--- src/hdl/hpp_ram.sv ---
// Generic single-write, single-read synchronous RAM with registered read data.
module hpp_ram
   #(parameter int WIDTH = 8,
     parameter int DEPTH = 16,
     localparam int AW   = (DEPTH > 1) ? $clog2(DEPTH) : 1)
   (input  logic                   clock,
    input  logic                   wr_en,
    input  logic [AW-1:0]          wr_addr,
    input  logic [WIDTH-1:0]       wr_data,
    input  logic [AW-1:0]          rd_addr,
    output logic [WIDTH-1:0]       rd_data);

   logic [WIDTH-1:0] mem_ff [DEPTH];
   logic [WIDTH-1:0] rd_data_ff;

   // A read at the address being written returns the old contents.
   always_ff @(posedge clock) begin
      if (wr_en) begin
         mem_ff[wr_addr] <= wr_data;
      end
      rd_data_ff <= mem_ff[rd_addr];
   end

   assign rd_data = rd_data_ff;

endmodule

--- config.mk ---
export PLATFORM = sky130hd
export DESIGN_NAME = hpp_ram
export DESIGN_NICKNAME = d
export VERILOG_FILES = /design/src/hdl/hpp_ram.sv
export SDC_FILE = /design/constraint.sdc
export NUM_CORES = 1
export LEC_CHECK = 0
export BUFFER_PORTS_ARGS = -buffer_cell sky130_fd_sc_hd__buf_4
export CORE_MARGIN = 2
export CORE_UTILIZATION = 43
export CTS_CLUSTER_DIAMETER = 80
export CTS_CLUSTER_SIZE = 20
export DETAILED_ROUTE_END_ITERATION = 10
export PLACE_DENSITY = 0.65
export SLEW_MARGIN = 25
export SYNTH_ARGS = -nofsm -noshare
export SYNTH_HDL_FRONTEND = slang
export SYNTH_SLANG_ARGS = --single-unit
export TNS_END_PERCENT = 5
--- constraint.sdc ---
create_clock -name clock -period 2.7 [get_ports clock]
set_clock_uncertainty 0.15 [all_clocks]
set_input_delay 0.405 -clock clock [delete_from_list [all_inputs] [get_ports clock]]
set_output_delay 0.405 -clock clock [all_outputs]
set_load 0.005 [all_outputs]
==> metrics.yaml <==
outcome: "finished clean"
antenna_found_initial: 0
coreArea_um2: 11600
ys_types: 19
vias: 2358
clockRootBuffer: "clkbuf_16"
first_global_vias: 2469
startpoint_type: "primary input"
die_h_um: 113
worst_path_max_delay_cell: "mux4_1"
grt_max_degree: 33
critPathRequiredTime_ns: 2.83
h-tree-depth: 4
cts-hold-fix-buffers: 0
mostFrequentLayoutCell: "edfxtp_1"
dp.cells: 405
wl_met3_um: 288
highest_layer: "met4"
die_area_um2: 12900
cp.arrival_ns: 1.84
layout_common_cells: "128 x edfxtp_1, 42 x buf_4, 18 x mux4_2, 17 x clkbuf_16, 16 x a22oi_1"
place_hpwl_um: 5900
synth_top_area_frac: 0.747
overflow: 0
setup_tns_ns: 0
synth_edf_count: 128
leakage_uw: 0.00209
grt_first_pass_wirelength_um: 14400
first_iter_violations: 192
io_buffers: 25
timing.final.crit_share: 0.634
pre_cts_ws_ns: 0.565
synth.area.top_cells: "edfxtp_1 75%, mux4_2 7.9%, mux4_1 7.1%"
ant_nets: 0
m1WireLength_um: 4220
tritoncts: "done"
num_antenna_cells: 0
clock-sinks: 136
drc: 0
ys_seq_area_frac: 0.778
setup_slack_ns: 0.989
async_flop_share: 0
cp_slowest_stage_delay_ns: 0.59
routabilityCongestion: 0.735
ios: 26
clock_latency_ns: 0.40
clkTransAtPathRegs_ns: 0.05
cts_resized: 0
cp_cell_sequence: "buf_4, buf_12, mux4_1, a22oi_1, nand2_1"
crit_path_max_fanout: 16
cts_inserted_buffers: 17
setup_violations: 0
post-layout-total-power_uw: 4860
maxCapViolations: 0
multi_input_area_um2: 1060
max_slew.worst_pin.slew_ns: 0.791
initial_core_util: 0.445
clock_path_buffers: 2
netlist.top_cell.by_area: "edfxtp_1"
die_x_um: 113
rows: 39
wl_per_cell_um: 20.9
vias_per_cell: 5.40
fin_crit_ns: 1.71
cts_setup_buffers: 0
peakVddDrop_uv: 544
final_nets: 299
slew_headroom: 0.471
wl_met2_um: 4580
rsz0062_at_grt: "no"
synth_seq_cells: 136
stdcell_count: 437
synth_warnings: 0
synthToLayoutAreaGrowth_pct: 19.9
synth_cells: 229
netlist_area_um2: 5150
avgSynthCellArea_um2: 22.5
hold_path.class: "in -> reg"
regArea_um2: 4000
hold_viol_final: 0
grt.total_usage: 0.156
drive_gt1_frac: 0.310
n_fill_cell: 875
synth_ff_type: "edfxtp_1"
syn_nets: 247
crit_type: "in -> reg"
slew_violations: 0
fmax_mhz: 585
endpoint_kind: "flip-flop"
timing.hold.ws_ns: 0.162
wl_um: 9150
power-per-cell-area_nw_per_um2: 787
firstDrtPassIters: 4
-- synthesized netlist by cell type (all sizes together) (2+ instances only) --
library cell and instances:
a22oi 16, edfxtp 128, mux4 32, nor2 13, nand2 9, nand3b 2, nand2b 2, buf 7
clkdlybuf4s25 3, dfxtp 8, nor3 4
-- through the flow --
step / cell area [um^2] / util
CTS: 6170 / 0.534
global route: 6170 / 0.534
global placement: 5580 / 0.482
floorplan: 5150 / -
finish: 6170 / 0.534
detailed placement: 5580 / 0.482
-- routing by layer --
layer / track usage / vias to the layer above
li1: - / 1076
met1: 0.209 / 1231
met2: 0.246 / 46
met3: 0.0489 / 5
met4: 0.0512 / 0
met5: 0 / -
-- power by group --
group / switching, uW / leakage, uW / internal (uW)
registers: 14.5 / 0.00122 / 2360
logic: 116 / 0.000591 / 106
clock network: 796 / 0.000276 / 1470
total: 926 / 0.00209 / 3930
-- critical path, delay by kind of cell --
family                 cells  cell delay (ns)
and+or+nand+nor            1             0.08
buffers and inverters      2             0.48
muxes                      1             0.59
AOI/OAI and AO/OA          1             0.27
-- path summary, 6_finish.rpt --
path	start	slack, ns	cells after the start	to
worst max-delay path	rd_addr[0]	0.99	5	rd_data[1]
worst min-delay path	wr_data[5]	0.16	1	mem_ff[7][5]
worst max register to register	mem_ff[1][1]	1.18	3	rd_data[1]
worst min register to register	mem_ff[14][5]	0.51	3	rd_data[5]
-- layout make-up --
class,count,area share
flip-flops and latches,136,0.649
clock buffers,19,0.0718
repair buffers,43,0.0543
multi-input cells,83,0.171
well taps,143,0.0290
clock inverters,13,0.0249
-- cells by family after synthesis --
group           count (synthesis)  synth area share
compound gates                 16            0.0233
buf+inv                        10            0.0168
flops                         136             0.778
mux                            32             0.150
simple gates                   35            0.0318
-- sequential cells by signal (all words and copies together) (netlist names) --
name and flops:
rd_data 8, mem_ff 128
Note: power is estimated with default switching activity, not from simulation.
