[src/hdl/hpp_pkg.sv]
// Shared types and constants of the half-block pixel plotter.
package hpp_pkg;

   // Default geometry and color depth.
   localparam int GRID_COLS_DEF  = 256;
   localparam int GRID_ROWS_DEF  = 64;
   localparam int COLOR_BITS_DEF = 8;

   // Reset values of the clip rectangle.
   localparam logic [15:0] CLIP_FIRST_COL_RST = 16'sd0;
   localparam logic [15:0] CLIP_TOP_RST       = 16'sd0;
   localparam logic [14:0] CLIP_WIDTH_RST     = 15'd256;
   localparam logic [14:0] CLIP_HEIGHT_RST    = 15'd64;

   // Register indexes of the configuration port.
   typedef enum logic [1:0] {
      REG_CLIP_FIRST_COL = 2'd0,
      REG_CLIP_TOP       = 2'd1,
      REG_CLIP_WIDTH     = 2'd2,
      REG_CLIP_HEIGHT    = 2'd3
   } hpp_reg_type;

   // Verdict on one incoming item: keep it, and which half it paints.
   typedef struct packed {
      logic keep;
      logic sub;
   } hpp_verdict_type;

endpackage

[src/hdl/hpp_update.sv]
// Read-modify-write of one cell with write forwarding, and the result register.
module hpp_update
   import hpp_pkg::*;
   #(parameter int AW         = 14,
     parameter int COLOR_BITS = COLOR_BITS_DEF,
     localparam int CB        = COLOR_BITS,
     localparam int CELL_W    = 3 + 2 * CB)
   (input  logic                  clock,
    input  logic                  reset,
    input  logic                  in_take,
    input  hpp_verdict_type       in_verdict,
    input  logic [AW-1:0]         in_idx,
    input  logic [7:0]            in_color,
    input  logic [7:0]            in_col,
    input  logic [5:0]            in_row,
    input  logic [CELL_W-1:0]     rd_data,
    output logic                  stage_free,
    output logic                  wr_en,
    output logic [AW-1:0]         wr_addr,
    output logic [CELL_W-1:0]     wr_data,
    output logic                  rsp_valid,
    input  logic                  rsp_ready,
    output logic [7:0]            rsp_cell_col,
    output logic [5:0]            rsp_cell_row,
    output logic                  rsp_glyph_lower,
    output logic [7:0]            rsp_fore_color,
    output logic [7:0]            rsp_back_color,
    output logic                  rsp_back_is_default);

   // Cell layout: half-block mode, has top, has bottom, top color, bottom color.
   localparam int HALF_B = CELL_W - 1;
   localparam int TOP_B  = CELL_W - 2;
   localparam int BOT_B  = CELL_W - 3;

   logic                b_valid_ff, b_valid_in;
   logic                b_first_ff;
   logic [AW-1:0]       b_idx_ff;
   logic                b_sub_ff;
   logic [CB-1:0]       b_color_ff;
   logic [7:0]          b_col_ff;
   logic [5:0]          b_row_ff;
   logic [CELL_W-1:0]   hold_ff;
   logic                wr_valid_ff;
   logic [AW-1:0]       wr_addr_ff;
   logic [CELL_W-1:0]   wr_data_ff;
   logic                rsp_valid_ff, rsp_valid_in;
   logic [7:0]          col_ff;
   logic [5:0]          row_ff;
   logic                glyph_ff;
   logic [7:0]          fore_ff;
   logic [7:0]          back_ff;
   logic                back_def_ff;

   logic                out_can;
   logic                b_adv;
   logic [CELL_W-1:0]   cur;
   logic [CELL_W-1:0]   base;
   logic [CELL_W-1:0]   cell_new;
   logic                glyph;
   logic [CB-1:0]       fore;
   logic [CB-1:0]       back;
   logic                back_def;

   // The stage moves on when the result register is empty or being emptied.
   assign out_can    = !rsp_valid_ff || rsp_ready;
   assign b_adv      = b_valid_ff && out_can;
   assign stage_free = !b_valid_ff || b_adv;

   // The write made at the edge this item entered is not in the read data yet.
   always_comb begin
      if (!b_first_ff) begin
         cur = hold_ff;
      end else if (wr_valid_ff && (wr_addr_ff == b_idx_ff)) begin
         cur = wr_data_ff;
      end else begin
         cur = rd_data;
      end
   end

   // A cell not yet in half-block mode starts from a clean state.
   always_comb begin
      base     = cur[HALF_B] ? cur : '0;
      cell_new = base;
      cell_new[HALF_B] = 1'b1;
      if (b_sub_ff) begin
         cell_new[BOT_B]     = 1'b1;
         cell_new[CB-1:0]    = b_color_ff;
      end else begin
         cell_new[TOP_B]     = 1'b1;
         cell_new[2*CB-1:CB] = b_color_ff;
      end
   end

   // Glyph and colors for the updated cell.
   always_comb begin
      if (cell_new[TOP_B] && cell_new[BOT_B]) begin
         glyph    = 1'b1;
         fore     = cell_new[CB-1:0];
         back     = cell_new[2*CB-1:CB];
         back_def = 1'b0;
      end else if (cell_new[TOP_B]) begin
         glyph    = 1'b0;
         fore     = cell_new[2*CB-1:CB];
         back     = '0;
         back_def = 1'b1;
      end else begin
         glyph    = 1'b1;
         fore     = cell_new[CB-1:0];
         back     = '0;
         back_def = 1'b1;
      end
   end

   assign b_valid_in   = in_take || (b_valid_ff && !b_adv);
   assign rsp_valid_in = b_adv || (rsp_valid_ff && !rsp_ready);

   // Control state.
   always_ff @(posedge clock) begin
      if (reset) begin
         b_valid_ff   <= 1'b0;
         b_first_ff   <= 1'b0;
         wr_valid_ff  <= 1'b0;
         rsp_valid_ff <= 1'b0;
      end else begin
         b_valid_ff   <= b_valid_in;
         b_first_ff   <= in_take;
         wr_valid_ff  <= b_adv;
         rsp_valid_ff <= rsp_valid_in;
      end
   end

   // Item payload in the modify stage, and the cell held while it stalls.
   always_ff @(posedge clock) begin
      if (in_take) begin
         b_idx_ff   <= in_idx;
         b_sub_ff   <= in_verdict.sub;
         b_color_ff <= CB'(in_color);
         b_col_ff   <= in_col;
         b_row_ff   <= in_row;
      end
      hold_ff    <= cur;
      wr_addr_ff <= b_idx_ff;
      wr_data_ff <= cell_new;
   end

   // Result register.
   always_ff @(posedge clock) begin
      if (b_adv) begin
         col_ff      <= b_col_ff;
         row_ff      <= b_row_ff;
         glyph_ff    <= glyph;
         fore_ff     <= 8'(fore);
         back_ff     <= 8'(back);
         back_def_ff <= back_def;
      end
   end

   assign wr_en   = b_adv;
   assign wr_addr = b_idx_ff;
   assign wr_data = cell_new;

   assign rsp_valid           = rsp_valid_ff;
   assign rsp_cell_col        = col_ff;
   assign rsp_cell_row        = row_ff;
   assign rsp_glyph_lower     = glyph_ff;
   assign rsp_fore_color      = fore_ff;
   assign rsp_back_color      = back_ff;
   assign rsp_back_is_default = back_def_ff;

endmodule

[config.mk]
export PLATFORM = sky130hd
export DESIGN_NAME = hpp_update
export DESIGN_NICKNAME = d
export VERILOG_FILES = /design/src/hdl/hpp_pkg.sv /design/src/hdl/hpp_update.sv
export SDC_FILE = /design/constraint.sdc
export NUM_CORES = 1
export LEC_CHECK = 0
export ABC_AREA = 1
export BUFFER_PORTS_ARGS = -buffer_cell sky130_fd_sc_hd__buf_2
export CAP_MARGIN = 20
export CORE_MARGIN = 2
export CORE_UTILIZATION = 30
export CTS_BUF_LIST = sky130_fd_sc_hd__clkbuf_4 sky130_fd_sc_hd__clkbuf_8
export CTS_CLUSTER_SIZE = 14
export DETAILED_ROUTE_END_ITERATION = 10
export MAX_ROUTING_LAYER = met4
export PLACE_DENSITY = 0.54
export SYNTH_ARGS = -nofsm -noshare
export SYNTH_HDL_FRONTEND = slang
export SYNTH_SLANG_ARGS = --single-unit
export TNS_END_PERCENT = 50
[constraint.sdc]
create_clock -name clock -period 4.9 [get_ports clock]
set_input_delay 0.245 -clock clock [delete_from_list [all_inputs] [get_ports clock]]
set_output_delay 0.245 -clock clock [all_outputs]
set_load 0.05 [all_outputs]
==> metrics.txt, run 1 <==
status complete, no violations; CP required 4.66 ns; gr usage total 14.53%; Synth Register Bits 124; Max clock buf depth 2; Hold Path Class primary input to flop; Post-synth EDFFs 69; post-route ant nets 0; first-pass GRT wire length 17710 um; Relative slew margins 39.31%; worst hold stages 4; drt pass-1 iters 4; critical path's largest stage delay 0.42 ns; RD Place Congestion 0.8066; cell area power density 402.4 nW/um^2; Worst EP arrival 2.82 ns; GRT overflow 0; max-slew violations 0; Layout Cells excl Fill 890; FMAX 326.5 MHz; Worst VDD drop 0.0001700 V; Syn Nets 546; vias in the first global route 3564; Syn Std Cell Area 4760 sq um; H-tree Lvls 4; total wire length 11390 um; Die ar. 16890 sq um; commonest non-fill, non-tap cell in the layout nand2_1; measured slew at the worst slew-check pin 0.9104 ns; crit path kind flop to output port; startpoint types flop; most frequent cells in the layout nand2_1 (176), buf_2 (126), inv_1 (73); 1st-iter DRT viols 188; asr flop ratio synth 0%; MaxCap Viol Count 0; largest net degree at the start of global routing 39; Via Count 3565; R2R depth 9; setup tns final 0 ns; clock slew at reported path FFs 0.07 ns; post-synthesis compound-gate area fraction 0.6572%; RSZ-0062 raised after global routing no; clk sinks 124; post-synthesis simple-gate area fraction 24.97%; initial antenna violation count 1; Top-Level Pins 129; final setup fails 0; Inst Count DP 819; leakage power 3.067 nW; mux contribution to synthesized area 0%; row count 46; CP Max Fanout 16; xor and xnor area share after synthesis 0.1840%; Clock Tree Root clkbuf_8; port bufs 126; Post-Synthesis Cells 485; CTS Buf Count 17; die width 130.0 um; Clock Skews 0.01130 ns; final HPWL from detailed placement 7836 um; synth unique cells 27; Area contributors post-synth edfxtp_1 (44%), dfxtp_1 (23%), nand2_1 (14%), inv_1 (5.8%), nand3_1 (4.0%); Area Overhead vs Synth 33.91%; CP max-delay cell edfxtp_1; die height 130.0 um; main combinational cell family by area after synthesis simple AND/OR/NAND/NOR gates; Synth top area share 43.53%; CTS tree yes; Initial Util 30.29%; Final Hold Viols 0; CP Capture Type output port; Synth Area in Adders 0%; share of post-route cells with drive strength above 1 28.68%; leading area contributor after synthesis edfxtp_1; drt via density 4.006; final cycle utilization of the critical path 62.50%; Wirelength per Cell 12.80 um; cts repair resizes 0; Tmin final 3.063 ns; worst skew pair latency 0.44 ns; DRC viols 0; Setup WS post-layout 1.837 ns; sequential fraction of the synthesis area 66.67%; Post-Route Utilization 40.56%; fin nets 721; Synth Area per Inst 9.814 sq um; synth warn 0; crit path cell chain nand2_1 -> nand2_1 -> nor2_1 -> nand2_1 -> nor2_4 -> nand2_2 -> nand2_1 -> nand3_1 -> nand2_1 -> nand2_1 -> nand2_1 -> buf_2; Primary FF master, synth edfxtp_1; Crit path top cell by count nand2_1; CORE AREA 15710 sq um; post-place setup slack 2.250 ns
## per-layer routing
layer,global-route usage (%),up-vias,wire [um]
met1,17.02,1612,5020
li1,-,1851,-
met3,5.084,17,713
met5,-,-,0
met4,6.768,0,225
met2,22.48,85,5434
## path summary, 6_finish.rpt
| kind | from | to | slack [ns] |
|---|---|---|---|
| max | wr_addr[10]$_DFFE_PP_ | wr_data[9] | 1.84 |
| min | rsp_ready | rsp_valid$_SDFF_PP0_ | 0.08 |
| max reg2reg | b_first_ff$_SDFF_PP0_ | rsp_fore_color[3]$_DFFE_PP_ | 2.45 |
| min reg2reg | wr_addr[3]$_DFFE_PP_ | wr_addr_ff[3]$_DFF_P_ | 0.42 |
## synth_stat cells (all sizes together), types with 2 or more instances
cell    number
nand2      188
nand3       39
a21oi        3
edfxtp      69
inv         77
dfxtp       55
or2          3
and2         2
buf          7
nor2        34
clkbuf       3
## worst max-delay path, delay by kind of cell (launching register included)
kind	cells	cell delay (ns)
DFF	1	0.42
and+or+nand+nor	11	1.62
buffers and inverters	1	0.32
## report_power, final
| group | internal, mW | switching [mW] | leakage (nW) |
|---|---|---|---|
| logic | 0.127 | 0.339 | 1.76 |
| registers | 1.20 | 0.0369 | 1.13 |
| clock network | 0.454 | 0.405 | 0.179 |
| total | 1.78 | 0.780 | 3.07 |
## cells by family after synthesis
| family | after synthesis |
|---|---|
| xor gates and xnor gates | 1 |
| other | 1 |
| buffers and inverters | 87 |
| AOI/OAI and AO/OA | 4 |
| and+or+nand+nor | 268 |
| DFF | 124 |
## per-stage QoR
step                      hold slack (ns)  area [sq um]  power (mW)
after global routing              0.09113          6374       2.693
after detailed placement           0.4045          5618       1.708
after CTS                         0.05191          6371       2.600
final                             0.08340          6374       2.564
after global placement             0.4013          5618       1.701
after floorplan                    0.3141          4760       1.582
## repair_timing
item                      4_1_cts  5_1_grt
hold endpoints to repair       41        0
buffers inserted                0        0
hold buffers                   38        0
## cell type report
cell class              instances  area [sq um]
diodes                          1         2.502
clock buffers                  19         249.0
clock inverters                13         123.9
fillers                      1552          9339
inverters                      77         289.0
multi-input cells             274          1240
flip-flops and latches        124          3173
well taps                     216         270.3
repair buffers                166          1026
## flip-flops by register name, indices dropped and copies added, names as in the netlist, 6 cells and up
register,cells
hold_ff,19
wr_data_ff,18
wr_addr,14
wr_addr_ff,14
b_col_ff,8
b_color_ff,8
rsp_back_color,8
rsp_cell_col,8
rsp_fore_color,8
b_row_ff,6
rsp_cell_row,6
Power figures use the tool's default switching activity.
==> inputs of run 2 (changes only) <==
PLACE_DENSITY = 0.55   (was 0.54)
clock period = 2.5 ns   (was 4.9 ns; I/O delays follow)
==> run 2 against run 1 <==
  * Routed wire length is 4.4% higher
  * Critical endpoint is now wr_data[10]
  * Design area is 9.0% higher
  * Global-route usage is 0.14 points higher
  * Non-clock buffer count is 29 higher
  * Sequential power is 96% higher
  * Final cell count is 3.3% higher
  * Largest power group unchanged
==> metrics.txt, run 2 (same netlist as run 1, synthesis figures left out) <==
Hold Crit Start rd_data[3]; vias in the first global route 3732; Area Overhead vs Synth 45.90%; Die ar. 16890 sq um; measured slew at the worst slew-check pin 0.9489 ns; r2r startpoint wr_addr[1]$_DFFE_PP_; fin nets 750; Hold Path Class primary input to flop; Crit path max-delay family simple AND/OR/NAND/NOR gates; R2R depth 15; worst hold stages 5; biggest regs hold_ff: 19 flops, wr_data_ff: 18 flops; initial antenna violation count 1; CP Max Fanout 15; Worst EP arrival 2.28 ns; largest net degree at the start of global routing 39; Seq pwr share 45.7%; crit path cell chain inv_2 -> buf_4 -> nor2_1 -> nor2_1 -> nand2_1 -> nor2_4 -> buf_6 -> nand3_1 -> nand3_1 -> nand2_1 -> nand2_2 -> nand2_4 -> buf_8; CTS Buf Count 17; final setup fails 0; Reg with most FFs hold_ff; Layout fillers 1540; drt via density 4.128; Worst Hold End hold_ff[3]$_DFF_P_; Setup WS post-layout 0.09835 ns; drt pass-1 iters 4; RD Place Congestion 0.8236; Worst VDD drop 0.0003442 V; Wirelength per Cell 12.95 um; post-route ant nets 0; crit path kind flop to output port; CP Capture Type output port; die height 130.0 um; FMAX 416.4 MHz; worst skew pair latency 0.43 ns; total wire length 11900 um; clk sinks 124; first-pass GRT wire length 18060 um; Inst Count DP 825; sw frac 29.78%; RSZ-0062 raised after global routing yes; Clock Tree Root clkbuf_8; Initial Util 30.29%; Final Power 5.316 mW; 1st-iter DRT viols 249; die width 130.0 um; Layout Cells excl Fill 919; Switching Power 1.583 mW; commonest non-fill, non-tap cell in the layout nand2_1; most frequent cells in the layout nand2_1 (151), buf_2 (108), inv_1 (71); final cycle utilization of the critical path 96.07%; H-tree Lvls 4; Relative slew margins 36.74%; CP max-delay cell edfxtp_1; share of post-route cells with drive strength above 1 35.61%; max FFs per register 19; CTS tree yes; port bufs 126; row count 46; CP required 2.38 ns; gr usage total 14.67%; max-slew violations 0; GRT overflow 0; startpoint types flop; reg2reg end rsp_fore_color[3]$_DFFE_PP_; cell area power density 765.6 nW/um^2; clock slew at reported path FFs 0.07 ns; post-place setup slack 0.2522 ns; share of total power in combinational logic 20.9%; Max clock buf depth 2; r2r setup slk 0.29 ns; Top-Level Pins 129; final HPWL from detailed placement 8098 um; Post-Route Utilization 44.19%; Final Hold Viols 0; CORE AREA 15710 sq um; leakage power 3.313 nW; status complete, no violations; DRC viols 0; Pint 3.733 mW; Clk pwr share 33.4%; Via Count 3794; Tmin final 2.402 ns; worst path bufs/invs 4; critical path's largest stage delay 0.45 ns; MaxCap Viol Count 0; Clock Skews 0.01132 ns
[run 2: layer usage]
layer	track usage, %	part of all wire (%)	vias to the layer above
met5	-	0	-
met4	6.452	2.0	0
met3	4.674	6.0	19
met2	22.64	48	116
met1	17.69	44	1748
li1	-	-	1911
[run 2: worst max path at each step]
stage                                from                           to  slack, ns  depth (start not counted)
floorplan            wr_addr[0]$_DFFE_PP_  rsp_fore_color[0]$_DFFE_PP_       0.08                         14
global placement     wr_addr[7]$_DFFE_PP_                   wr_data[0]       0.28                         10
detailed placement   wr_addr[0]$_DFFE_PP_                   wr_data[0]       0.25                         12
CTS                 wr_addr[12]$_DFFE_PP_                   wr_data[9]     -0.005                         12
global route         wr_addr[1]$_DFFE_PP_                  wr_data[10]      -0.07                         13
finish               wr_addr[1]$_DFFE_PP_                  wr_data[10]        0.1                         13
[run 2: power groups by stage]
stage | registers [mW] | clock network [mW] | logic (mW)
global route | 2.45 | 1.91 | 1.19
floorplan | 2.64 | 0 | 0.460
detailed placement | 2.48 | 0 | 0.886
CTS | 2.43 | 1.83 | 1.01
finish | 2.43 | 1.78 | 1.11
global placement | 2.47 | 0 | 0.875
[run 2: area by class of cell]
type	count	area, sq um	area share [%]
clock buffer	19	249.0	3.586
timing repair buffer	195	1425	20.52
inverter	77	289.0	4.162
tap	216	270.3	3.892
multi-input combinational	274	1388	19.98
clock inverter	13	147.6	2.126
sequential	124	3173	45.69
antenna	1	2.502	0.03604
[run 2: through the flow]
step / hold WS (ns) / TNS [ns] / cell area, sq um
floorplan: 0.1941 / 0 / 4762
global placement: 0.3015 / 0 / 5663
detailed placement: 0.3031 / 0 / 5663
CTS: 0.00008571 / -0.004682 / 6650
global route: 0.02907 / -0.5368 / 6944
finish: 0.03414 / 0 / 6944
[run 2: worst reg2reg max path, cell delays in order, from the launching register on]
cell and delay (ns):
edfxtp_1 0.45, inv_2 0.09, buf_4 0.10, nor2_1 0.04
nor2_1 0.12, nand2_1 0.10, nor2_4 0.16, buf_6 0.20
nand3_1 0.09, nand3_1 0.08, nand2_1 0.09, nand2_2 0.11
nand2_4 0.07, buf_4 0.15, nand2_1 0.06, nand2_1 0.06
[run 2: what timing repair did]
action                     4_1_cts  5_1_grt
pin swaps                        3       23
hold endpoints to repair        45        0
setup endpoints to repair       17       18
hold buffers                    43        0
resized for setup               38       60
buffers inserted                 6       12
